## config.mk

```make
export PLATFORM = sky130hd
export DESIGN_NAME = bpa_map_ram
export DESIGN_NICKNAME = d
export VERILOG_FILES = /design/src/rtl/bpa_pkg.sv /design/src/rtl/bpa_map_ram.sv
export SDC_FILE = /design/constraint.sdc
export NUM_CORES = 2
export LEC_CHECK = 0
export ABC_CLOCK_PERIOD_IN_PS = 7300
export BUFFER_PORTS_ARGS = -buffer_cell sky130_fd_sc_hd__buf_2
export CAP_MARGIN = 10
export CORE_ASPECT_RATIO = 0.7
export CORE_MARGIN = 5
export CORE_UTILIZATION = 40
export CTS_CLUSTER_DIAMETER = 50
export DETAILED_ROUTE_END_ITERATION = 16
export SLEW_MARGIN = 20
export SYNTH_ARGS = -nofsm -noshare
export SYNTH_HDL_FRONTEND = slang
export SYNTH_SLANG_ARGS = --single-unit
export TNS_END_PERCENT = 1
```

## constraint.sdc

```tcl
create_clock -name clock -period 7.3 [get_ports clock]
set_input_delay 1.46 -clock clock [delete_from_list [all_inputs] [get_ports clock]]
set_output_delay 1.46 -clock clock [all_outputs]
set_load 0.1 [all_outputs]
```

## src/rtl/bpa_pkg.sv

```systemverilog
// Shared types, codes and constants of the bitmap page allocator.
// No dependencies; every other file of the block but bpa_ifs.sv imports this package.
`timescale 1ns / 1ps

package bpa_pkg;

   // Defaults of the top-level parameters.
   localparam int POOL_PAGES_DEF = 4096;
   localparam int MAX_RUN_DEF    = 64;

   // Defaults of the derived widths handed down to the submodules.
   localparam int MAP_WORDS_DEF = 64;
   localparam int WA_W_DEF      = 6;
   localparam int GX_W_DEF      = 13;

   // Bitmap words are 64 bits wide; a bit position inside a word takes 6 bits.
   localparam int WORD_BITS  = 64;
   localparam int PAGE_BYTES = 4096;
   localparam int PAGE_SHIFT = 12;

   // Register file.
   localparam int CSR_AW = 4;
   localparam int CSR_DW = 32;

   localparam logic [1:0] REG_VIRT_BASE  = 2'd0;
   localparam logic [1:0] REG_PHYS_BASE  = 2'd1;
   localparam logic [1:0] REG_VIRT_PAGES = 2'd2;
   localparam logic [1:0] REG_PHYS_PAGES = 2'd3;

   localparam logic [31:0] VIRT_BASE_RST  = 32'hC010_0000;
   localparam logic [31:0] PHYS_BASE_RST  = 32'h0020_0000;
   localparam logic [12:0] VIRT_PAGES_RST = 13'd3840;
   localparam logic [12:0] PHYS_PAGES_RST = 13'd3840;

   typedef struct packed {
      logic [31:0] virt_base;
      logic [31:0] phys_base;
      logic [12:0] virt_pages;
      logic [12:0] phys_pages;
   } cfg_type;

   typedef enum logic [1:0] {
      STATUS_OK      = 2'd0,
      STATUS_NO_VIRT = 2'd1,
      STATUS_NO_PHYS = 2'd2,
      STATUS_BAD_REQ = 2'd3
   } status_type;

   typedef enum logic [3:0] {
      S_CLEAR,
      S_IDLE,
      S_ERR,
      S_VFETCH,
      S_VSCAN,
      S_VMRD,
      S_VMWR,
      S_PSTART,
      S_PFETCH,
      S_PSCAN
   } bpa_state_type;

   // Control of the shared find-first unit and its answer.
   typedef struct packed {
      logic       seek_free;
      logic [5:0] from_pos;
   } find_ctl_type;

   typedef struct packed {
      logic       found;
      logic [5:0] pos;
   } find_res_type;

endpackage

```

## src/rtl/bpa_map_ram.sv

```systemverilog
// Single-port-write, single-port-read word memory holding one page bitmap.
// Depends on bpa_pkg for the word width.
`timescale 1ns / 1ps

module bpa_map_ram
   import bpa_pkg::*;
#(
   parameter int WORDS = MAP_WORDS_DEF,
   parameter int AW    = WA_W_DEF
) (
   input  logic                 clock,
   input  logic                 wr_en,
   input  logic [AW-1:0]        wr_addr,
   input  logic [WORD_BITS-1:0] wr_data,
   input  logic                 rd_en,
   input  logic [AW-1:0]        rd_addr,
   output logic [WORD_BITS-1:0] rd_data
);

   logic [WORD_BITS-1:0] mem [WORDS];
   logic [WORD_BITS-1:0] rd_data_ff;

   always_ff @(posedge clock) begin
      if (wr_en) begin
         mem[wr_addr] <= wr_data;
      end
      if (rd_en) begin
         rd_data_ff <= mem[rd_addr];
      end
   end

   assign rd_data = rd_data_ff;

endmodule

```

==> Yosys cells after proc, flatten, opt, wreduce, memory -nomap -nowiden <==
Memory sizes are Yosys's and may differ from the RTL's. A register that Yosys moved wholly into a read port is not among the register bits.
Cells that the tools add are included.
{ "totals": {"word_cells": 3, "ramBits": 4096, "memories": 1, "inputBits": 79, "ff_bits": 0, "out_inout_bits": 64} }
{ "op_classes": {"n_mux": 2} }
{ "mem_list": {"columns": ["memory", "words", "width", "rd", "rd_ports_with_merged_regs", "write_ports", "line", "rtl"], "rows": [
  ["mem", 64, 64, 1, 1, 1, "bpa_map_ram.sv:20", "logic [WORD_BITS-1:0] mem [WORDS];"]
]} }
{ "op_table": {"columns": ["op", "n"], "rows": [
  ["$mux 1", 2]
]} }

==> Logic depth before layout (Yosys ltp) <==
{ "depth": {"word_depth": 2, "mapped_depth": 9, "depth_no_buf": 5} }

==> Worst setup path after synthesis <==
OpenSTA, ideal clock, no wires.
{ "synth_timing": {"path_kind": "input port to flip-flop", "startpoint": "input port wr_addr[3]", "endpoint": "memory mem[48][0], enable pin", "arrival_ps": 6332, "setup_slack_ps": 404, "path_stages": 4, "cell_sequence": "clkbuf_1 -> nor2b_1 -> nand4b_1 -> nor3_1"} }
{ "synth_rtl": {"columns": ["item", "line", "rtl"], "rows": [
  ["start, declared", "bpa_map_ram.sv:13", "input logic [AW-1:0] wr_addr,"],
  ["end, declared", "bpa_map_ram.sv:20", null]
]} }
No word-level cell before the write port.

==> results.yml <==
final_layout:
  drive_above_1_share: 0.282
  fillers: 32020
  fin_nets: 7074
  fin_area_sq_um: 178000
  syn_to_final_growth_pct: 13.5
worst_setup_path:
  cpMaxStageDelayCell: "and2_4"
  cp.arrival_ns: 4.42
  crit_type: "in -> reg"
  reg2reg_setup_slack_ns: 5.02
  crit_chain: "buf_2 -> and2_4 -> buf_4 -> a22oi_1 -> and3_1 -> a211oi_1"
  crit_fanout: 37
  cp_top_family: "simple AND/OR/NAND/NOR gates"
  cp_slowest_stage_delay_ns: 0.85
  required_ns: 7.89
  crit_buf_inv: 2
  end_kind: "register"
  worst_setup_path_start_kind: "input pin"
floorplan:
  start_util: 0.402
  die_area_sq_um: 405000
  die_w_microns: 759
  placementRows: 192
  fp.dieH_microns: 534
  ios: 143
  coreArea_sq_um: 391000
sta:
  fin_crit_ns: 3.83
  relSlewSlack: 0.186
  min_period_over_period: 0.524
  hold_violations: 0
  tightest_slew_ns: 1.22
  rsz0062_at_grt: "false"
  finalSetupTns_ns: 0
  fmaxAchievable_mhz: 261
  skew_ns: 0.0828
  timing.hold.ws_ns: 0.913
  report.final.slew_viol_count: 0
  setup_viol: 0
synthesis:
  synthTopCellsByCount: "edfxtp_1, mux4_2, buf_2"
  syn_area_per_cell_sq_um: 23.8
  synth_nets: 6677
  synthArstFlopShare: 0
  yosysUniqueCellTypes: 32
  synth_area_leaders: "edfxtp_1, mux4_2, mux2i_1"
  syn_inst: 6598
  ys_seq_elements: 4160
  synth_top_area_frac: 0.796
  synth-edff-count: 4160
  syn-cell-area_sq_um: 157000
  synth-warning-count: 0
  yosys.area.top_type: "edfxtp_1"
  yosysSeqAreaShare: 0.796
  synth_ff_type: "edfxtp_1"
  synth.most_common_cell: "edfxtp_1"
routing:
  post_drt_wl_per_cell_microns: 35.6
  drt-total-wl_mm: 447
  vias_per_cell: 6.07
  drc: 0
  maxUsedRoutingLayer: "met5"
  route.met2.wl_mm: 198
  wl_met1_mm: 189
  first_pass_iters: 6
  wl_met3_mm: 46.4
  ant_nets: 0
  drt_iter0_drc: 11425
  vias: 76252
global_routing:
  grt_max_degree: 92
  antenna_found_initial: 38
  grt_pass1_wl_mm: 618
  grtUsageTotal: 0.218
  grt_pass1_vias: 75191
  overflow: 0
clocking:
  cts_tree: "built"
  clk_latency_ns: 0.96
  cts_hold_buffers: 0
  numClockSinks: 4160
  cts_buffer_depth: 4
  post-cts-setup-buffers: 0
  clockRootBuffer: "clkbuf_16"
  cts_resized: 0
  clkTransAtPathRegs_ns: 0.07
  htreeDepth: 5
  cts_buffers: 384
job:
  drv_cap: 0
power_and_ir_drop:
  power.density_nw_per_um2: 277
  leakagePower_nw: 54.8
  total_power_mw: 49.3
  peakVddDrop_uv: 225
status:
  outcome: "finished clean"
placed_design:
  post-dp-hpwl_mm: 240
  dpl_cell_area_sq_um: 166000
  gp_congestion: 0.782
  portBuffers: 142
min_path:
  min_path_type: "reg -> reg"
cells by family (layout without fill, tap and decap cells):
logic type,count (synthesis),after routing,share of synthesized area
compound gates,504,504,0.0247
simple gates,386,386,0.0123
buf+inv,389,1095,0.0118
other cells,0,12,0
flops,4160,4160,0.796
mux,1159,1159,0.156
final timing paths:
| kind | from | endpoint | depth (start not counted) |
|---|---|---|---|
| max | rd_addr[3] | rd_data[35] | 6 |
| min | mem[21][61] | rd_data[61] | 4 |
| min reg2reg | mem[21][61] | rd_data[61] | 4 |
| max reg2reg | mem[53][31] | rd_data[31] | 5 |
state kept, by name (all words and copies together) (netlist names):
register	count
mem	4096
rd_data	64
cells in the final DEF (no fill, tap or decap), types with 3 or more instances in the layout:
cell type / netlist / layout
nand3_1: 45 / 45
nor2b_1: 28 / 24
or3_1: 29 / 29
clkinv_2: 0 / 68
o22ai_1: 83 / 83
buf_4: 34 / 217
clkinvlp_4: 0 / 16
bufinv_16: 0 / 43
inv_8: 0 / 3
nor2_4: 0 / 65
edfxtp_1: 4160 / 4160
nand2b_1: 11 / 9
nor2b_4: 0 / 3
buf_12: 0 / 53
nor2_1: 112 / 47
mux2i_1: 135 / 135
a211oi_1: 63 / 63
clkbuf_1: 140 / 61
clkinv_4: 0 / 5
inv_1: 19 / 19
a41oi_1: 26 / 26
nand2_1: 58 / 55
buf_16: 0 / 3
or2_2: 28 / 28
o221ai_1: 38 / 38
and3_1: 64 / 64
a22o_1: 88 / 88
diode_2: 0 / 12
a22oi_1: 168 / 168
buf_2: 170 / 106
clkinv_8: 0 / 5
clkinv_1: 0 / 89
clkbuf_16: 0 / 391
mux4_2: 1024 / 1024
a31oi_1: 18 / 18
a2bb2oi_1: 19 / 19
inv_6: 0 / 11
where the power goes:
| part | leakage (nW) | internal (mW) | switching (mW) |
|---|---|---|---|
| registers | 37.5 | 26.5 | 0.101 |
| clock network | 6.06 | 11.4 | 8.85 |
| logic | 11.2 | 0.824 | 1.70 |
| total | 54.8 | 38.7 | 10.7 |
area by class of cell:
type / count / area [sq um] / share of cell area
tap: 5238 / 6550 / 0.0368
clock buffer: 452 / 10000 / 0.0562
sequential: 4160 / 125000 / 0.701
inverter: 19 / 71.3 / 0.000400
timing repair buffer: 381 / 3330 / 0.0187
multi-input combinational: 2049 / 30800 / 0.173
antenna: 12 / 30.0 / 0.000169
clock inverter: 243 / 2410 / 0.0135
stage by stage:
step / util / worst slack [ns] / std cells
6_report: 0.456 / 3.47 / 12554
5_1_grt: 0.456 / 3.38 / 12543
4_1_cts: 0.455 / 3.43 / 12539
3_5_place_dp: 0.423 / 2.56 / 11844
3_3_place_gp: 0.423 / 2.59 / 11841
2_1_floorplan: - / 0.404 / 6598
metal layers:
layer | vias up | GRT usage
met3 | 683 | 0.0415
li1 | 29359 | -
met2 | 4443 | 0.318
met5 | - | 0
met4 | 10 | 0.0588
met1 | 41757 | 0.336
worst register-to-register path, delay by kind of cell (launching register included):
family / cells / cell delay (ns)
muxes: 2 / 0.73
DFF: 1 / 0.37
AOI/OAI and AO/OA: 3 / 0.87
(Power assumes the default switching activity.)
