===== src/rtl/bpa_pkg.sv =====
// Shared types, codes and constants of the bitmap page allocator.
// No dependencies; every other file of the block but bpa_ifs.sv imports this package.
`timescale 1ns / 1ps

package bpa_pkg;

   // Defaults of the top-level parameters.
   localparam int POOL_PAGES_DEF = 4096;
   localparam int MAX_RUN_DEF    = 64;

   // Defaults of the derived widths handed down to the submodules.
   localparam int MAP_WORDS_DEF = 64;
   localparam int WA_W_DEF      = 6;
   localparam int GX_W_DEF      = 13;

   // Bitmap words are 64 bits wide; a bit position inside a word takes 6 bits.
   localparam int WORD_BITS  = 64;
   localparam int PAGE_BYTES = 4096;
   localparam int PAGE_SHIFT = 12;

   // Register file.
   localparam int CSR_AW = 4;
   localparam int CSR_DW = 32;

   localparam logic [1:0] REG_VIRT_BASE  = 2'd0;
   localparam logic [1:0] REG_PHYS_BASE  = 2'd1;
   localparam logic [1:0] REG_VIRT_PAGES = 2'd2;
   localparam logic [1:0] REG_PHYS_PAGES = 2'd3;

   localparam logic [31:0] VIRT_BASE_RST  = 32'hC010_0000;
   localparam logic [31:0] PHYS_BASE_RST  = 32'h0020_0000;
   localparam logic [12:0] VIRT_PAGES_RST = 13'd3840;
   localparam logic [12:0] PHYS_PAGES_RST = 13'd3840;

   typedef struct packed {
      logic [31:0] virt_base;
      logic [31:0] phys_base;
      logic [12:0] virt_pages;
      logic [12:0] phys_pages;
   } cfg_type;

   typedef enum logic [1:0] {
      STATUS_OK      = 2'd0,
      STATUS_NO_VIRT = 2'd1,
      STATUS_NO_PHYS = 2'd2,
      STATUS_BAD_REQ = 2'd3
   } status_type;

   typedef enum logic [3:0] {
      S_CLEAR,
      S_IDLE,
      S_ERR,
      S_VFETCH,
      S_VSCAN,
      S_VMRD,
      S_VMWR,
      S_PSTART,
      S_PFETCH,
      S_PSCAN
   } bpa_state_type;

   // Control of the shared find-first unit and its answer.
   typedef struct packed {
      logic       seek_free;
      logic [5:0] from_pos;
   } find_ctl_type;

   typedef struct packed {
      logic       found;
      logic [5:0] pos;
   } find_res_type;

endpackage


===== src/rtl/bpa_find_unit.sv =====
// Find-first unit: lowest free (or used) bit of a bitmap word at or above a
// start position, with bits at or beyond the page limit counted as used.
// Depends on bpa_pkg.
`timescale 1ns / 1ps

module bpa_find_unit
   import bpa_pkg::*;
#(
   parameter int WA_W = WA_W_DEF,
   parameter int GX_W = GX_W_DEF
) (
   input  logic [WORD_BITS-1:0] word,
   input  logic [WA_W-1:0]      word_idx,
   input  logic [GX_W-1:0]      lim,
   input  find_ctl_type         ctl,
   output find_res_type         res
);

   logic [GX_W-1:0]      base;
   logic [GX_W-1:0]      diff;
   logic [6:0]           avail;
   logic [WORD_BITS-1:0] in_lim;
   logic [WORD_BITS-1:0] from_ok;
   logic [WORD_BITS-1:0] cand;

   assign base = GX_W'({word_idx, 6'd0});
   assign diff = lim - base;

   // Number of bits of this word that lie below the limit, 0 to 64.
   always_comb begin
      if (lim <= base) begin
         avail = 7'd0;
      end else if (diff >= GX_W'(WORD_BITS)) begin
         avail = 7'd64;
      end else begin
         avail = diff[6:0];
      end
   end

   always_comb begin
      for (int j = 0; j < WORD_BITS; j++) begin
         in_lim[j]  = (7'(j) < avail);
         from_ok[j] = (6'(j) >= ctl.from_pos);
      end
   end

   assign cand = ctl.seek_free ? (~word & in_lim & from_ok) : ((word | ~in_lim) & from_ok);

   always_comb begin
      res.found = |cand;
      res.pos   = 6'd0;
      for (int j = WORD_BITS - 1; j >= 0; j--) begin
         if (cand[j]) begin
            res.pos = 6'(j);
         end
      end
   end

endmodule


===== config.mk =====
export PLATFORM = sky130hd
export DESIGN_NAME = bpa_find_unit
export DESIGN_NICKNAME = d
export VERILOG_FILES = /design/src/rtl/bpa_pkg.sv /design/src/rtl/bpa_find_unit.sv
export SDC_FILE = /design/constraint.sdc
export NUM_CORES = 1
export LEC_CHECK = 0
export ABC_AREA = 1
export BUFFER_PORTS_ARGS = -buffer_cell sky130_fd_sc_hd__buf_4
export CORE_MARGIN = 3
export CORE_UTILIZATION = 50
export DETAILED_ROUTE_END_ITERATION = 10
export PLACE_DENSITY = 0.77
export REMOVE_ABC_BUFFERS = 1
export SYNTH_ARGS = -nofsm -noshare
export SYNTH_HDL_FRONTEND = slang
export SYNTH_SLANG_ARGS = --single-unit

===== constraint.sdc =====
create_clock -name vclk -period 8.6
set_input_delay 1.29 -clock vclk [all_inputs]
set_output_delay 1.29 -clock vclk [all_outputs]
set_load 0.01 [all_outputs]

* Yosys cells after proc, flatten, opt, wreduce, memory -nomap -nowiden
Index checks and enable logic that the tools add are counted.
** Storage, ports and cells
- Register bits :: 0
- Output and inout bits :: 7
** Operators by class
- Reduce and logical (&&, ||, !) cells :: 1
- Multiplexer cells :: 67
- Add/sub/neg operators :: 1
- Bitwise operators :: 6
- $lt $le $gt $ge :: 130
** Operators with widths (count)
- 6-bit two-way mux :: 64
- 6-bit by 7-bit < comparator with 1-bit output, first input constant :: 32
- 64-bit AND :: 3
- 6-bit >= comparator, first input constant :: 32
- 64-bit inverter :: 2
- 5-bit by 7-bit < comparator with 1-bit output, first input constant :: 16
- 5-bit by 6-bit >= comparator with 1-bit output, first input constant :: 16
- 64-bit two-way mux :: 1
- 64-bit OR :: 1
- 64-bit OR reduction :: 1
- 4-bit by 7-bit < comparator with 1-bit output, first input constant :: 8
- 4-bit by 6-bit >= comparator with 1-bit output, first input constant :: 8
- 3-bit by 7-bit < comparator with 1-bit output, first input constant :: 4
- 3-bit by 6-bit >= comparator with 1-bit output, first input constant :: 4
- 1-bit by 7-bit < comparator with 1-bit output, first input constant :: 2
- 2-bit by 7-bit < comparator with 1-bit output, first input constant :: 2
- 7-bit two-way mux :: 2
- 13-bit by 7-bit >= comparator with 1-bit output, second input constant :: 1
- 13-bit by 12-bit <= comparator with 1-bit output :: 1
- 13-bit by 12-bit subtractor with 13-bit output :: 1
- 1-bit by 6-bit >= comparator with 1-bit output, first input constant :: 2
- 2-bit by 6-bit >= comparator with 1-bit output, first input constant :: 2

* Longest topological paths before layout
- Word-level depth :: 73
- Gate-level depth with buffers :: 79
- Depth with buffers taken out :: 79

* Worst setup path after synthesis
OpenSTA, ideal clock, no wires.
- Path type :: input -> output
- Start point :: input lim[6]
- End point :: output res[0] (netlist bit)
- Stages on the path :: 75
- Slack :: 1.279 ns
- Arrival time :: 6.031 ns
- Cells stage by stage :: inv_1 > ha_1 > inv_2 > fa_1 > inv_1 > nand2_1 > a21oi_1 > nand3_1 > nor2_2 > nand3_4 > nor2_1 > nand2_1 > nand2_2 > inv_2 > a211oi_1 > a21oi_1 > o21ai_1 > nand2_1 > [39 not listed] > nand2_1 > nand2_1 > nand2_1 > nand2_1 > nand2_1 > nand2_1 > nand2_1 > nand2_1 > nand2_1 > nand2_1 > nand2_1 > nand2_1 > nand2_1 > nand2_1 > nand2_1 > nand2_1 > nand2_1 > a21oi_2
** RTL lines
- from (decl) :: RTL line bpa_find_unit.sv:14 : input logic [GX_W-1:0] lim,
- to (decl) :: RTL line bpa_find_unit.sv:16 : output find_res_type res

==> impl_results.md <==
* VDD IR max at approximately 0.039 mV
* WHS Endpoint: res[0]
* P_leak at 2.39 nW
* Die height at 89.3 microns
* Die area at about 0.008 sq mm
* Share of layout cells above drive strength 1 at 0.228
* Die W at 89.3 microns
* Max frequency at 0.121 GHz
* IO buf count at between 90 and 100
* GRT Overall Usage at 0.361
* Core area at 0.00653 sq mm
* Fin nets at between 900 and 1000
* Routed vias at 5465
* Drt pass-1 iters at 7
* Initial Utilization at 0.532
* Tightest Hold Check Type: in2out
* First-pass GRT wire length at 22.9 mm
* Period utilization at 0.961
* Crit path capture type: output port
* # IOs at between 90 and 100
* Crit-path most repeated cell: nand2_1
* Seq/Total Area, Yosys at 0
* Largest net degree at the start of global routing at 52
* Synth-to-layout area growth at 30.8%
* Fin crit period at 8.26 ns
* Row Count at 29
* Routed wire length at 15.1 mm
* Iter 0 DRT Violations at between 600 and 700
* Worst hold start: word[0]
* Unrepaired setup endpoints after global routing: true
* Syn Std Cell Area at 0.00347 sq mm
* Relative slew slack at 0.438
* Setup violators final at 0
* Crit path required time at ~7.3 ns
* Core Util, Final at 0.695
* Startpoint Class: input port
* Avg WL per Cell at 16.9 microns
* Antenna viol nets, final at 0
* Worst-margin pin slew at around 0.84 ns
* Post-Layout Cell Count at 894
* Arrival time worst endpoint at 6.97 ns
* Post-Syn Area per Cell at 4.86 sq um
* CP max FO at 8
* Post-route DRC at 0
* Status: completed
* Max-cap violations at 0
* Power Density at 63.2 mW/mm^2
* Crit Path Category: in2out
* Syn Inst Count at roughly 710
* Final Hold Fails at 0
* Final Max Tran Viols at 0
* Clock buffer count at 0
* Library cells used by synthesis at 47
* Worst Hold Depth at 7
* Gp weighted congestion at roughly 1.1
* Seq Cell Count at 0
* CP max stage delay at 0.43 ns
* Vias in the first global route at roughly 4800
* Diodes inserted at 0
* DP HPWL at 11.7 mm
* Register area at 0 sq um
* Initial antenna violation count at 0
* Ys Warns at 0
* Via-to-Cell Ratio at 6.11
* Gr ovfl total at 0
* Placed insts at 879
* CP max stage cell: fa_2
[worst max-delay path: cells and delay by family]
family                   cells  cell delay, ns
AO/OA/AOI/OAI                4            0.45
AND/OR/NAND/NOR             67            4.13
buffers and inverters        5            0.50
adder cells (fa/ha/maj)      2            0.57
[cell type report]
| type | count | area, sq um |
|---|---|---|
| inverter | 103 | 397 |
| multi-input combinational | 593 | 3130 |
| tap | 77 | 96.3 |
| fill | 607 | 1990 |
| timing repair buffer | 121 | 916 |
[cell families after synthesis]
logic type | count (synthesis) | share of synthesized area
fa+ha+maj | 7 | 0.0274
xor+xnor | 13 | 0.0328
simple gates | 425 | 0.535
buf+inv | 121 | 0.134
compound gates | 148 | 0.271
[repair_timing]
action / in CTS / in global routing
endpoints found under the setup margin: 0 / 1
hold buffers: 0 / 0
gates resized for setup: 0 / 35
buffers inserted: 0 / 15
[through the flow]
stage	hold slack, ns	setup TNS, ns	instance area, sq um	total power, mW	setup slack (ns)
after global routing	3.23	-0.455	4540	0.318	-0.455
after floorplan	2.82	0	3400	0.170	1.08
after CTS	3.14	0	4290	0.267	0.369
final	3.14	0	4540	0.287	0.336
after detailed placement	3.13	0	4290	0.266	0.388
after global placement	3.13	0	4290	0.261	0.483
[synthesized netlist by cell type, types with 5 or more instances]
| cell type | instances | area share |
|---|---|---|
| nor3_1 | 21 | 0.030 |
| buf_2 | 5 | 0.0072 |
| nand4_1 | 14 | 0.025 |
| inv_1 | 92 | 0.099 |
| nand3_1 | 42 | 0.061 |
| ha_1 | 6 | 0.022 |
| a21oi_1 | 21 | 0.030 |
| o21bai_1 | 8 | 0.017 |
| nand2_1 | 205 | 0.22 |
| nand2_4 | 5 | 0.016 |
| inv_2 | 7 | 0.0076 |
| o21ai_0 | 49 | 0.071 |
| a211oi_1 | 19 | 0.041 |
| xor2_1 | 13 | 0.033 |
| or2_2 | 13 | 0.023 |
| nor2_1 | 105 | 0.11 |
| a31oi_1 | 13 | 0.023 |
| clkbuf_1 | 12 | 0.013 |
[placed cells by master, fill, tap and decap left out, types with 9 or more instances in the layout]
| master | instances |
|---|---|
| a21oi_1 | 19 |
| nor3_1 | 18 |
| nor2_1 | 98 |
| or2_2 | 13 |
| o21ai_0 | 49 |
| inv_2 | 9 |
| nand4_1 | 14 |
| nand2_1 | 204 |
| inv_1 | 90 |
| xor2_1 | 13 |
| buf_4 | 119 |
| a211oi_1 | 18 |
| nand3_1 | 40 |
| a31oi_1 | 13 |
[layer usage]
metal | global-route usage | part of all wire | up-vias
met5 | 0 | 0 | -
met2 | 0.589 | 0.44 | 399
met3 | 0.0479 | 0.12 | 69
li1 | - | - | 2572
met1 | 0.474 | 0.39 | 2425
met4 | 0.153 | 0.043 | 0
[how the worst max path moves through the flow]
stage                      startpoint  endpoint  slack, ns  depth (start not counted)
final                     word_idx[0]    res[0]       0.34                         78
after CTS                 word_idx[0]    res[0]       0.37                         76
after detailed placement  word_idx[0]    res[0]       0.39                         76
after global placement         lim[6]    res[0]       0.48                         77
after floorplan                lim[6]    res[0]       1.08                         77
after global routing           lim[6]    res[0]      -0.46                         79
[power by group]
group	internal (mW)	switching (mW)	total, mW
Combinational	0.112	0.175	0.287
Clock	0	0	0
Sequential	0	0	0
(Power assumes the default switching activity.)
