## config.mk

```make
export PLATFORM = sky130hd
export DESIGN_NAME = bpa_csr
export DESIGN_NICKNAME = d
export VERILOG_FILES = /design/src/rtl/bpa_pkg.sv /design/src/rtl/bpa_csr.sv
export SDC_FILE = /design/constraint.sdc
export NUM_CORES = 1
export LEC_CHECK = 0
export ABC_AREA = 0
export BUFFER_PORTS_ARGS = -buffer_cell sky130_fd_sc_hd__buf_2
export CAP_MARGIN = 20
export CORE_ASPECT_RATIO = 1.75
export CORE_UTILIZATION = 53
export CTS_CLUSTER_DIAMETER = 40
export DETAILED_ROUTE_END_ITERATION = 6
export PLACE_DENSITY_LB_ADDON = 0.12
export SYNTH_ARGS = -nofsm -noshare
export SYNTH_HDL_FRONTEND = slang
export SYNTH_SLANG_ARGS = --single-unit
```

## constraint.sdc

```tcl
create_clock -name clock -period 2.74 [get_ports clock]
set_input_delay 0.548 -clock clock [delete_from_list [all_inputs] [get_ports clock]]
set_output_delay 0.548 -clock clock [all_outputs]
set_load 0.005 [all_outputs]
```

## src/rtl/bpa_pkg.sv

```systemverilog
// Shared types, codes and constants of the bitmap page allocator.
// No dependencies; every other file of the block but bpa_ifs.sv imports this package.
`timescale 1ns / 1ps

package bpa_pkg;

   // Defaults of the top-level parameters.
   localparam int POOL_PAGES_DEF = 4096;
   localparam int MAX_RUN_DEF    = 64;

   // Defaults of the derived widths handed down to the submodules.
   localparam int MAP_WORDS_DEF = 64;
   localparam int WA_W_DEF      = 6;
   localparam int GX_W_DEF      = 13;

   // Bitmap words are 64 bits wide; a bit position inside a word takes 6 bits.
   localparam int WORD_BITS  = 64;
   localparam int PAGE_BYTES = 4096;
   localparam int PAGE_SHIFT = 12;

   // Register file.
   localparam int CSR_AW = 4;
   localparam int CSR_DW = 32;

   localparam logic [1:0] REG_VIRT_BASE  = 2'd0;
   localparam logic [1:0] REG_PHYS_BASE  = 2'd1;
   localparam logic [1:0] REG_VIRT_PAGES = 2'd2;
   localparam logic [1:0] REG_PHYS_PAGES = 2'd3;

   localparam logic [31:0] VIRT_BASE_RST  = 32'hC010_0000;
   localparam logic [31:0] PHYS_BASE_RST  = 32'h0020_0000;
   localparam logic [12:0] VIRT_PAGES_RST = 13'd3840;
   localparam logic [12:0] PHYS_PAGES_RST = 13'd3840;

   typedef struct packed {
      logic [31:0] virt_base;
      logic [31:0] phys_base;
      logic [12:0] virt_pages;
      logic [12:0] phys_pages;
   } cfg_type;

   typedef enum logic [1:0] {
      STATUS_OK      = 2'd0,
      STATUS_NO_VIRT = 2'd1,
      STATUS_NO_PHYS = 2'd2,
      STATUS_BAD_REQ = 2'd3
   } status_type;

   typedef enum logic [3:0] {
      S_CLEAR,
      S_IDLE,
      S_ERR,
      S_VFETCH,
      S_VSCAN,
      S_VMRD,
      S_VMWR,
      S_PSTART,
      S_PFETCH,
      S_PSCAN
   } bpa_state_type;

   // Control of the shared find-first unit and its answer.
   typedef struct packed {
      logic       seek_free;
      logic [5:0] from_pos;
   } find_ctl_type;

   typedef struct packed {
      logic       found;
      logic [5:0] pos;
   } find_res_type;

endpackage

```

## src/rtl/bpa_csr.sv

```systemverilog
// APB-style register file holding the base addresses and page limits.
// Depends on bpa_pkg.
`timescale 1ns / 1ps

module bpa_csr
   import bpa_pkg::*;
(
   input  logic              clock,
   input  logic              reset,
   input  logic              csr_psel,
   input  logic              csr_penable,
   input  logic              csr_pwrite,
   input  logic [CSR_AW-1:0] csr_paddr,
   input  logic [CSR_DW-1:0] csr_pwdata,
   output logic [CSR_DW-1:0] csr_prdata,
   output logic              csr_pready,
   output cfg_type           cfg
);

   cfg_type    cfg_ff;
   cfg_type    cfg_in;
   logic       wr_en;
   logic [1:0] reg_idx;

   assign reg_idx    = csr_paddr[3:2];
   assign wr_en      = csr_psel & csr_penable & csr_pwrite;
   assign csr_pready = 1'b1;
   assign cfg        = cfg_ff;

   always_comb begin
      cfg_in = cfg_ff;
      if (wr_en) begin
         case (reg_idx)
            REG_VIRT_BASE:  cfg_in.virt_base  = csr_pwdata;
            REG_PHYS_BASE:  cfg_in.phys_base  = csr_pwdata;
            REG_VIRT_PAGES: cfg_in.virt_pages = csr_pwdata[12:0];
            REG_PHYS_PAGES: cfg_in.phys_pages = csr_pwdata[12:0];
            default:        cfg_in = cfg_ff;
         endcase
      end
   end

   always_comb begin
      case (reg_idx)
         REG_VIRT_BASE:  csr_prdata = cfg_ff.virt_base;
         REG_PHYS_BASE:  csr_prdata = cfg_ff.phys_base;
         REG_VIRT_PAGES: csr_prdata = {19'd0, cfg_ff.virt_pages};
         REG_PHYS_PAGES: csr_prdata = {19'd0, cfg_ff.phys_pages};
         default:        csr_prdata = '0;
      endcase
   end

   always_ff @(posedge clock) begin
      if (reset) begin
         cfg_ff.virt_base  <= VIRT_BASE_RST;
         cfg_ff.phys_base  <= PHYS_BASE_RST;
         cfg_ff.virt_pages <= VIRT_PAGES_RST;
         cfg_ff.phys_pages <= PHYS_PAGES_RST;
      end else begin
         cfg_ff <= cfg_in;
      end
   end

endmodule

```

== Yosys cells after proc, flatten, opt, wreduce, memory -nomap -nowiden ==
Cells that the tools add are included.

* Word-level logic and storage cells: 15
* Output and inout bits: 123
* Input bits: 41
* Flip-flop bits (word level): 90

* Equality and inequality tests: 3
* Mux-type cells: 1
* Reductions and logical operators: 5
* Bitwise logic cells: 2

{| class="wikitable"
|+ Operators with widths
! operator !! number
|-
| 32-bit one-hot mux with 4 select lines || 1
|-
| 2-bit AND reduction || 4
|-
| 2-bit equality test (second input constant) || 2
|-
| 1-bit bitwise AND || 2
|-
| 2-bit by 1-bit equality test with 1-bit output (second input constant) || 1
|-
| 2-bit zero test || 1
|}

== Depth between registers and ports, before layout ==
Gate-level depths: netlist of run 1.

* Depth after elaboration: 3
* Mapped depth: 5
* Depth with buffers taken out: 3

== Worst setup path after synthesis of run 1 ==
OpenSTA, ideal clock, no wires.

* Path kind: input to output
* Start: input csr_paddr[2]
* End: output csr_prdata[0]
* Arrival: 1366 ps
* Path slack: 826 ps
* Required time: 2192 ps
* Path buffers: 2
* Stages: 3
* Cells stage by stage: buf_6 > buf_6 > mux4_2

* Word-level cells in the longest chain between the ends: 2
* Elaborated cells between the ends (all ways): 5
* Classes of those cells: eq/ne (3); mux (1); reduce/logical (1)

{| class="wikitable"
|+ Ends and longest elaborated chain
! item !! RTL line !! text
|-
| start: declaration || bpa_csr.sv:13 || <nowiki>input logic [CSR_AW-1:0] csr_paddr,</nowiki>
|-
| 2-bit equality test, or another cell as far along || bpa_csr.sv:44 || <nowiki>case (reg_idx)</nowiki>
|-
| 32-bit one-hot mux with 4 select lines (*) || bpa_csr.sv:44 ||
|-
| end: declaration || bpa_csr.sv:15 || <nowiki>output logic [CSR_DW-1:0] csr_prdata,</nowiki>
|}

Every way passes the cells marked *; elsewhere a longest branch is shown, timed or not.

== Final worst setup path of run 1 ==
Same ends and word-level chain as after synthesis.

==> run summary, run 1 <==
### Job
- **# Max-Cap Violations** 0

### Clock tree
- **Root Buffer** clkbuf_16
- **cts-stage hold buffer count** 0
- **number of gates given a new drive strength after cts** 0
- **clock tree from TritonCTS** done
- **Post CTS Setup Buffer Count** 0
- **clock insertion delay at the later pin of the skew report** 330 ps
- **# clock sinks** 90
- **H-tree levels** 3
- **largest buffer count on any clock path** 2
- **CTS clk-pin slew, worst paths** 60 ps
- **number of CTS-inserted buffers** 9

### Routing
- **vias per inst** 5.17
- **drt wl/cell** 15.3 microns
- **total length of routed wires** 9860 microns
- **Initial DRC Count** 128
- **first-pass detailed-route iteration total** 7
- **DRC violations left** 2
- **overall via count from detail_route** 3338
- **remaining number of nets flagged by the antenna check after routing** 0

### Synth
- **number of distinct standard cells referenced by the synthesized netlist** 16
- **register bit count reported by yosys** 90
- **largest area contributor in the netlist** dfxtp_1
- **share of synthesized area occupied by flip-flops and latches** 0.419
- **Yosys top cell area share** 0.419
- **synth warn** 0
- **combined area of all synthesized cells** 4300 sq um
- **synth top area cells** dfxtp_1 42%, mux2i_1 25%, nand2b_1 16%
- **synthesized net count** 442
- **Mapped Cells** 401
- **mean area per synthesized cell** 10.7 sq um

### Worst hold path
- **hold crit path type** input pin to register

### Global route
- **via count of the first global-routing pass** 3224
- **largest net degree at the start of global routing** 131
- **total routing resource utilization after global routing** 0.234
- **initial antenna violation count** 0
- **global-route wire length before repair** 15500 microns
- **overall overflow remaining after global route** 0

### Floorplan
- **height of the die** 121 microns
- **Die Footprint** 8490 sq um
- **width of the die** 70.1 microns
- **core region area** 7910 sq um
- **number of rows created at floorplan** 43
- **number of top-level design ports** 164
- **starting density of the core** 0.544

### Placement
- **last weighted congestion value of the routability-driven placer** 0.780
- **Post-Place Cells** 631
- **HPWL after detailed placement** 6920 microns
- **pre-CTS setup slack** 476 ps
- **PortBufs** 160

### Final layout
- **Ant. Diodes** 0
- **nets** 593
- **total area of multi-input combinational cells** 2300 sq um
- **Layout Area Growth over Synthesis** 26.1%
- **fraction of layout instances using a drive strength above 1** 0.365
- **Storage cell area** 1800 sq um
- **most frequent standard cell in the layout excluding fill and tap cells** buf_2
- **final core utilization** 0.686
- **most frequent cells in the layout** 160 x buf_2, 110 x nand2b_1, 109 x mux2i_1
- **number of flip-flops in the largest register** 90
- **Fill cells** 644
- **final cell count without fillers** 646

### Critical path
- **sort of element at the start of the critical path** input pin
- **CP endpoint kind** output pin
- **maximum fanout along the worst path** 19
- **Data arrival, critical path** 1650 ps
- **worst path required time** 2190 ps
- **CP Class** input pin to output pin

### Timing
- **final-report max-slew violation count** 0
- **Hold Violations, Final** 0
- **final critical delay including setup and external delays** 2190 ps
- **worst-margin pin slew** 555 ps
- **Setup TNS Final** 0 ps
- **Max-Slew Margin vs Limit** 0.630
- **Max Clock Freq** 0.456 GHz
- **minimum hold slack** 485 ps
- **worst setup skew after layout** 0 ps
- **final worst path period share** 0.800
- **endpoints failing setup** 0
- **RSZ-0062 raised after global routing** false
- **post-layout worst setup margin** 547 ps

### Power
- **worst IR drop on VDD** 0.397 mV
- **leakage power of the design** 2.77 nW
- **power per unit of standard cell area** 499 nW/um^2

### Run status
- **failing checks** DRC
- **status** finished with violations

[final cells by class]
cell class | count | share of cell area
clock inverters | 3 | 0.00277
well taps | 90 | 0.0208
clock buffers | 12 | 0.0473
multi-input cells | 280 | 0.425
repair buffers | 171 | 0.172
flip-flops and latches | 90 | 0.332
[critical path, cell delays in order]
cell	delay [ps]
buf_2	190
buf_12	220
mux4_2	530
buf_2	140
[power by group]
part	internal [mW]	total (mW)	switching [mW]
clock	0.655	1.13	0.478
sequential	1.33	1.34	0.0129
combinational	0.119	0.233	0.114
[through the flow]
stage | total power, mW | cell area [sq um]
2_1_floorplan | 1.52 | 4300
3_3_place_gp | 1.60 | 5150
3_5_place_dp | 1.60 | 5150
4_1_cts | 2.73 | 5420
5_1_grt | 2.78 | 5420
6_report | 2.70 | 5420
[final timing paths]
path / cells after the start / endpoint / slack, ps / start
worst max-delay path: 4 / csr_prdata[0] / 550 / csr_paddr[2]
worst min-delay path: 3 / cfg[46] / 480 / csr_pwdata[20]
worst max register to register: 2 / cfg[10] / 2080 / cfg[10]
worst min register to register: 2 / cfg[77] / 480 / cfg[77]
[synth_stat cells]
cell type,instances
buf_4,5
mux4_2,13
conb_1,1
or3_4,1
nor3b_2,1
buf_2,5
nand3_2,2
nor3_4,1
clkbuf_1,14
and3_1,1
nand3b_1,2
buf_6,7
mux2i_1,109
dfxtp_1,90
nand2b_1,110
nor2_1,39
[layer usage]
metal	GRT usage	vias to the layer above	routed length, microns
met5	0	-	0
li1	-	1640	-
met1	0.270	1552	4010
met4	0.129	0	289
met2	0.409	126	5130
met3	0.0332	20	443
[cells by family after synthesis]
| group | Yosys count | share of synthesized area |
|---|---|---|
| muxes | 122 | 0.322 |
| buffers and inverters | 31 | 0.0451 |
| DFF | 90 | 0.419 |
| other | 1 | 0.000872 |
| and+or+nand+nor | 157 | 0.213 |
(Power assumes the default switching activity.)
==> run 2: changes to the inputs <==
- CORE_UTILIZATION: 53 -> 49
- clock period: 2.74 -> 2.2 ns (I/O delays scaled with it)
==> run 2 against run 1 <==
Compared with the run above:
- the flow now finishes without violations
- sequential share of layout area fell by 0.65 points
- clock-buffer cell count shrank 3
- via count is 0.18% higher
- sequential power increased by 25%
- utilization is 2.9 points lower
- clock power increased by 54%
- die area increased by 8.0%
==> run summary, run 2 (same netlist as run 1, synthesis figures left out) <==
### Routing
- **drt wl/cell** 14.3 microns, -6.1%
- **vias per inst** 4.97, -3.8%
- **Initial DRC Count** 112, -13%
- **total length of routed wires** 9650 microns, -2.1%
- **DRC violations left** 0, -2
- **first-pass detailed-route iteration total** 4, -3
- **remaining number of nets flagged by the antenna check after routing** 0, unchanged
- **overall via count from detail_route** 3344, +0.18%

### Floorplan
- **starting density of the core** 0.510, -0.0332
- **number of rows created at floorplan** 44, +2.3%
- **Die Footprint** 9170 sq um, +8.0%
- **height of the die** 126 microns, +3.9%
- **number of top-level design ports** 164, unchanged
- **width of the die** 72.8 microns, +3.9%
- **core region area** 8420 sq um, +6.5%

### Timing
- **Hold Violations, Final** 0, unchanged
- **Setup TNS Final** 0 ps, unchanged
- **final-report max-slew violation count** 0, unchanged
- **Max Clock Freq** 0.530 GHz
- **final critical delay including setup and external delays** 1890 ps
- **RSZ-0062 raised after global routing** false
- **worst setup skew after layout** 0 ps, unchanged
- **endpoints failing setup** 0, unchanged
- **final worst path period share** 0.858

### Power
- **power per unit of standard cell area** 669 nW/um^2, +34%
- **power share of the combinational group** 0.079, -0.007
- **worst IR drop on VDD** 0.461 mV, +16%
- **leakage power of the design** 2.80 nW, +1.1%
- **Clk pwr share** 0.470, +0.051
- **sequential power share** 0.450, -0.045
- **post-route total power** 3.70 mW, +37%
- **Switching Fraction** 0.213, -0.0106
- **Internal** 2.91 mW, +39%
- **switching power summed over all nets** 0.788 mW, +30%

### Critical path
- **highest cell delay on the worst timing path** 510 ps, -20 ps
- **most used cell, CP** buf_2
- **maximum fanout along the worst path** 22, +3
- **Crit-path slowest cell** mux4_2
- **CP Class** input pin to output pin
- **worst path required time** 1760 ps, -430 ps
- **sort of element at the start of the critical path** input pin
- **cell breakdown of the critical path** buf_2 -> buf_12 -> mux4_2 -> buf_2
- **CP endpoint kind** output pin
- **Data arrival, critical path** 1450 ps, -200 ps
- **sum of buffers and inverters on the critical path** 3, unchanged
- **CP top delay family** multiplexers

### Clock tree
- **number of CTS-inserted buffers** 9, unchanged
- **# clock sinks** 90, unchanged
- **clock insertion delay at the later pin of the skew report** 330 ps, about the same
- **largest buffer count on any clock path** 2, unchanged
- **clock tree from TritonCTS** done
- **cts-stage hold buffer count** 0, unchanged
- **CTS clk-pin slew, worst paths** 70 ps, about the same
- **H-tree levels** 3, unchanged
- **Post CTS Setup Buffer Count** 0, unchanged
- **number of gates given a new drive strength after cts** 0, unchanged
- **Root Buffer** clkbuf_16

### Placement
- **HPWL after detailed placement** 6820 microns, -1.4%
- **last weighted congestion value of the routability-driven placer** 0.757, -3.0%
- **area post-placement** 5190 sq um, +0.75%
- **PortBufs** 160, unchanged

### Global route
- **via count of the first global-routing pass** 3238, +0.43%
- **global-route wire length before repair** 15300 microns, -1.4%
- **initial antenna violation count** 0, unchanged
- **largest net degree at the start of global routing** 131, unchanged
- **total routing resource utilization after global routing** 0.217, -0.0170
- **overall overflow remaining after global route** 0, unchanged

### Final layout
- **Layout Area Growth over Synthesis** 28.7%
- **Ant. Diodes** 0, unchanged
- **area of all placed cells without fillers** 5530 sq um, +2.0%
- **most frequent cells in the layout** 160 x buf_2, 110 x nand2b_1, 109 x mux2i_1
- **most frequent standard cell in the layout excluding fill and tap cells** buf_2
- **nets** 594, +0.17%
- **fraction of layout instances using a drive strength above 1** 0.369, +0.00407
- **number of flip-flops in the largest register** 90, unchanged

### Job
- **# Max-Cap Violations** 0, unchanged

### Run status
- **status** completed

### Worst hold path
- **hold crit path type** input pin to register

-- run 2: path summary, 6_finish.rpt --
path	endpoint	cells after the start	start	slack, ps
min	cfg[79]	3	csr_pwdata[21]	380
min reg2reg	cfg[62]	2	cfg[62]	490
max reg2reg	cfg[11]	2	cfg[11]	1540
max	csr_prdata[9]	4	csr_paddr[2]	310
-- run 2: metal layers --
layer / part of all wire / wire [microns] / global-route usage
met1: 0.42 / 4040 / 0.245
met2: 0.51 / 4950 / 0.386
met3: 0.044 / 427 / 0.0368
met4: 0.024 / 233 / 0.0992
met5: 0 / 0 / 0
-- run 2: worst register-to-register path: cells and delay by family, from the launching register on --
family	cells	cell delay (ps)
DFF	1	340
and+or+nand+nor	1	120
muxes	1	80
-- run 2: power groups by stage --
stage                     sequential [mW]  combinational [mW]  clock [mW]
after floorplan                      1.70               0.187           0
after global placement               1.70               0.291           0
after detailed placement             1.70               0.296           0
after CTS                            1.67               0.298        1.76
after global routing                 1.67               0.320        1.82
final                                1.67               0.294        1.74
-- run 2: through the flow --
stage / hold WS, ps / util / instances / setup WS [ps]
floorplan: 475 / - / 401 / 502
global placement: 471 / 0.616 / 657 / 317
detailed placement: 479 / 0.616 / 657 / 308
CTS: 375 / 0.657 / 673 / 304
global route: 389 / 0.657 / 673 / 265
finish: 380 / 0.657 / 673 / 313
-- run 2: final cells by class --
type	instances	area [sq um]
clock inverters	7	116
fillers	710	2890
multi-input cells	280	2300
flip-flops and latches	90	1800
repair buffers	172	941
well taps	115	144
clock buffers	9	225
==> run 3: changes to the inputs <==
- PLACE_DENSITY: unset -> 0.81
- PLACE_DENSITY_LB_ADDON: 0.12 -> unset
==> run 3 against run 2 <==
Compared with the run above:
- sequential share of layout area is essentially flat
- maximum frequency shrank 1.6%
- final area is essentially flat
- final cell count shrank 0.15%
- critical path depth is the same
- largest cell class unchanged
- register-to-register slack lost 30 ps
==> run summary, run 3 (same netlist as run 1, synthesis figures left out) <==
### Final layout
- **most frequent cells in the layout** 160 x buf_2, 110 x nand2b_1, 109 x mux2i_1
- **Layout Area Growth over Synthesis** 28.8%, about the same
- **fraction of layout instances using a drive strength above 1** 0.366, -0.00293
- **most frequent standard cell in the layout excluding fill and tap cells** buf_2
- **final core utilization** 0.657, about the same
- **Storage cell area** 1800 sq um, unchanged
- **number of flip-flops in the largest register** 90, unchanged
- **final cell count without fillers** 672, -0.15%
- **nets** 593, -0.17%
- **Ant. Diodes** 0, unchanged
- **total area of multi-input combinational cells** 2300 sq um, unchanged
- **Fill cells** 683, -3.8%

### Floorplan
- **number of top-level design ports** 164, unchanged
- **number of rows created at floorplan** 44, unchanged
- **Die Footprint** 9170 sq um, unchanged
- **width of the die** 72.8 microns, unchanged
- **core region area** 8420 sq um, unchanged
- **height of the die** 126 microns, unchanged
- **starting density of the core** 0.510, unchanged

### Timing
- **final worst path period share** 0.871, +0.0136
- **worst setup skew after layout** 0 ps, unchanged
- **endpoints failing setup** 0, unchanged
- **Hold Violations, Final** 0, unchanged
- **worst-margin pin slew** 606 ps
- **Max-Slew Margin vs Limit** 0.594
- **final-report max-slew violation count** 0, unchanged
- **Setup TNS Final** 0 ps, unchanged
- **post-layout worst setup margin** 283 ps, -30.0 ps
- **RSZ-0062 raised after global routing** false
- **Max Clock Freq** 0.522 GHz, -1.6%
- **final critical delay including setup and external delays** 1920 ps, +30.0 ps

### Global route
- **overall overflow remaining after global route** 0, unchanged
- **via count of the first global-routing pass** 3365, +3.9%
- **initial antenna violation count** 0, unchanged
- **global-route wire length before repair** 16100 microns, +5.4%
- **total routing resource utilization after global routing** 0.227, +0.0103
- **largest net degree at the start of global routing** 131, unchanged

### Placement
- **last weighted congestion value of the routability-driven placer** 0.793, +4.8%
- **PortBufs** 160, unchanged
- **Post-Place Cells** 656, -0.15%
- **pre-CTS setup slack** 267 ps, -41.6 ps
- **HPWL after detailed placement** 7160 microns, +5.0%

### Job
- **# Max-Cap Violations** 0, unchanged

### Power
- **leakage power of the design** 2.80 nW, about the same
- **worst IR drop on VDD** 0.438 mV, -4.9%
- **power per unit of standard cell area** 674 nW/um^2, +0.75%

### Clock tree
- **largest buffer count on any clock path** 2, unchanged
- **clock tree from TritonCTS** done
- **number of CTS-inserted buffers** 9, unchanged
- **clock insertion delay at the later pin of the skew report** 330 ps, about the same
- **cts-stage hold buffer count** 0, unchanged
- **Root Buffer** clkbuf_16
- **Post CTS Setup Buffer Count** 0, unchanged
- **CTS clk-pin slew, worst paths** 60 ps, about the same
- **number of gates given a new drive strength after cts** 0, unchanged
- **H-tree levels** 3, unchanged
- **# clock sinks** 90, unchanged

### Critical path
- **endpoint of the worst-slack reg-to-reg timing path** cfg[54]
- **maximum fanout along the worst path** 23, +4.5%
- **most used cell, CP** buf_2
- **launch point of the critical path** csr_paddr[2]
- **highest cell delay on the worst timing path** 530 ps, +20 ps
- **Crit Reg-Reg Startpoint** cfg[54]
- **cell breakdown of the critical path** buf_2 -> buf_12 -> mux4_2 -> buf_2
- **number of cells on the worst reg-to-reg path** 2, unchanged
- **worst path required time** 1760 ps, about the same
- **Crit-path slowest cell** mux4_2
- **CP Class** input pin to output pin
- **CP endpoint kind** output pin
- **sort of element at the start of the critical path** input pin
- **Data arrival, critical path** 1480 ps, +30 ps
- **R2R Setup Slk** 1510 ps, -30 ps

### Routing
- **total length of routed wires** 10100 microns, +5.1%
- **first-pass detailed-route iteration total** 4, unchanged
- **overall via count from detail_route** 3421, +2.3%
- **Initial DRC Count** 161, +44%
- **DRC violations left** 0, unchanged
- **drt wl/cell** 15.1 microns, +5.3%
- **remaining number of nets flagged by the antenna check after routing** 0, unchanged
- **vias per inst** 5.09, +2.5%

### Worst hold path
- **hold crit path type** input pin to register
- **worst min-delay path endpoint** cfg[79]
- **depth of the worst hold-timing path** 3, unchanged
- **hold_sp** csr_pwdata[21]

### Run status
- **status** completed

## run 3: cell count changes in the layout (fill, tap and decap cells not counted), sizes merged
cell	before	now
clkinv	2	0
buf	172	171
clkbuf	9	12
inv	1	0
## run 3: worst max-delay path by stage
stage          depth (start not counted)       endpoint  slack, ps
3_3_place_gp                           5        cfg[52]        290
5_1_grt                                3  csr_prdata[1]        240
6_report                               4  csr_prdata[1]        280
2_1_floorplan                          3  csr_prdata[0]        500
4_1_cts                                3  csr_prdata[1]        260
3_5_place_dp                           5        cfg[71]        270
## run 3: metal layers
metal	wire, microns	up-vias	part of all wire	global-route usage
met1	4020	1640	0.40	0.249
met2	5460	113	0.54	0.422
met5	0	-	0	0
li1	-	1654	-	-
met4	176	0	0.017	0.0796
met3	493	14	0.049	0.0424
## run 3: critical path: cells and delay by family
family	cells	cell delay (ps)
multiplexers	1	530
buffers and inverters	3	490
## run 3: metrics by stage
stage / total power, mW / hold WS (ps) / instance area (sq um)
2_1_floorplan: 1.89 / 475 / 4300
6_report: 3.73 / 377 / 5540
5_1_grt: 3.86 / 371 / 5540
4_1_cts: 3.77 / 367 / 5540
3_3_place_gp: 1.99 / 471 / 5180
3_5_place_dp: 2.00 / 478 / 5180
## run 3: power by group
group	internal, mW	switching, mW	total (mW)
Combinational	0.149	0.141	0.290
Sequential	1.65	0.0164	1.67
Clock	1.17	0.602	1.77
Total	2.97	0.760	3.73
## run 3: area by class of cell
class | instances | area share
Timing Repair Buffer | 171 | 0.169
Multi-Input combinational cell | 280 | 0.416
Clock inverter | 4 | 0.0176
Sequential cell | 90 | 0.325
Clock buffer | 12 | 0.0463
Tap cell | 115 | 0.0260
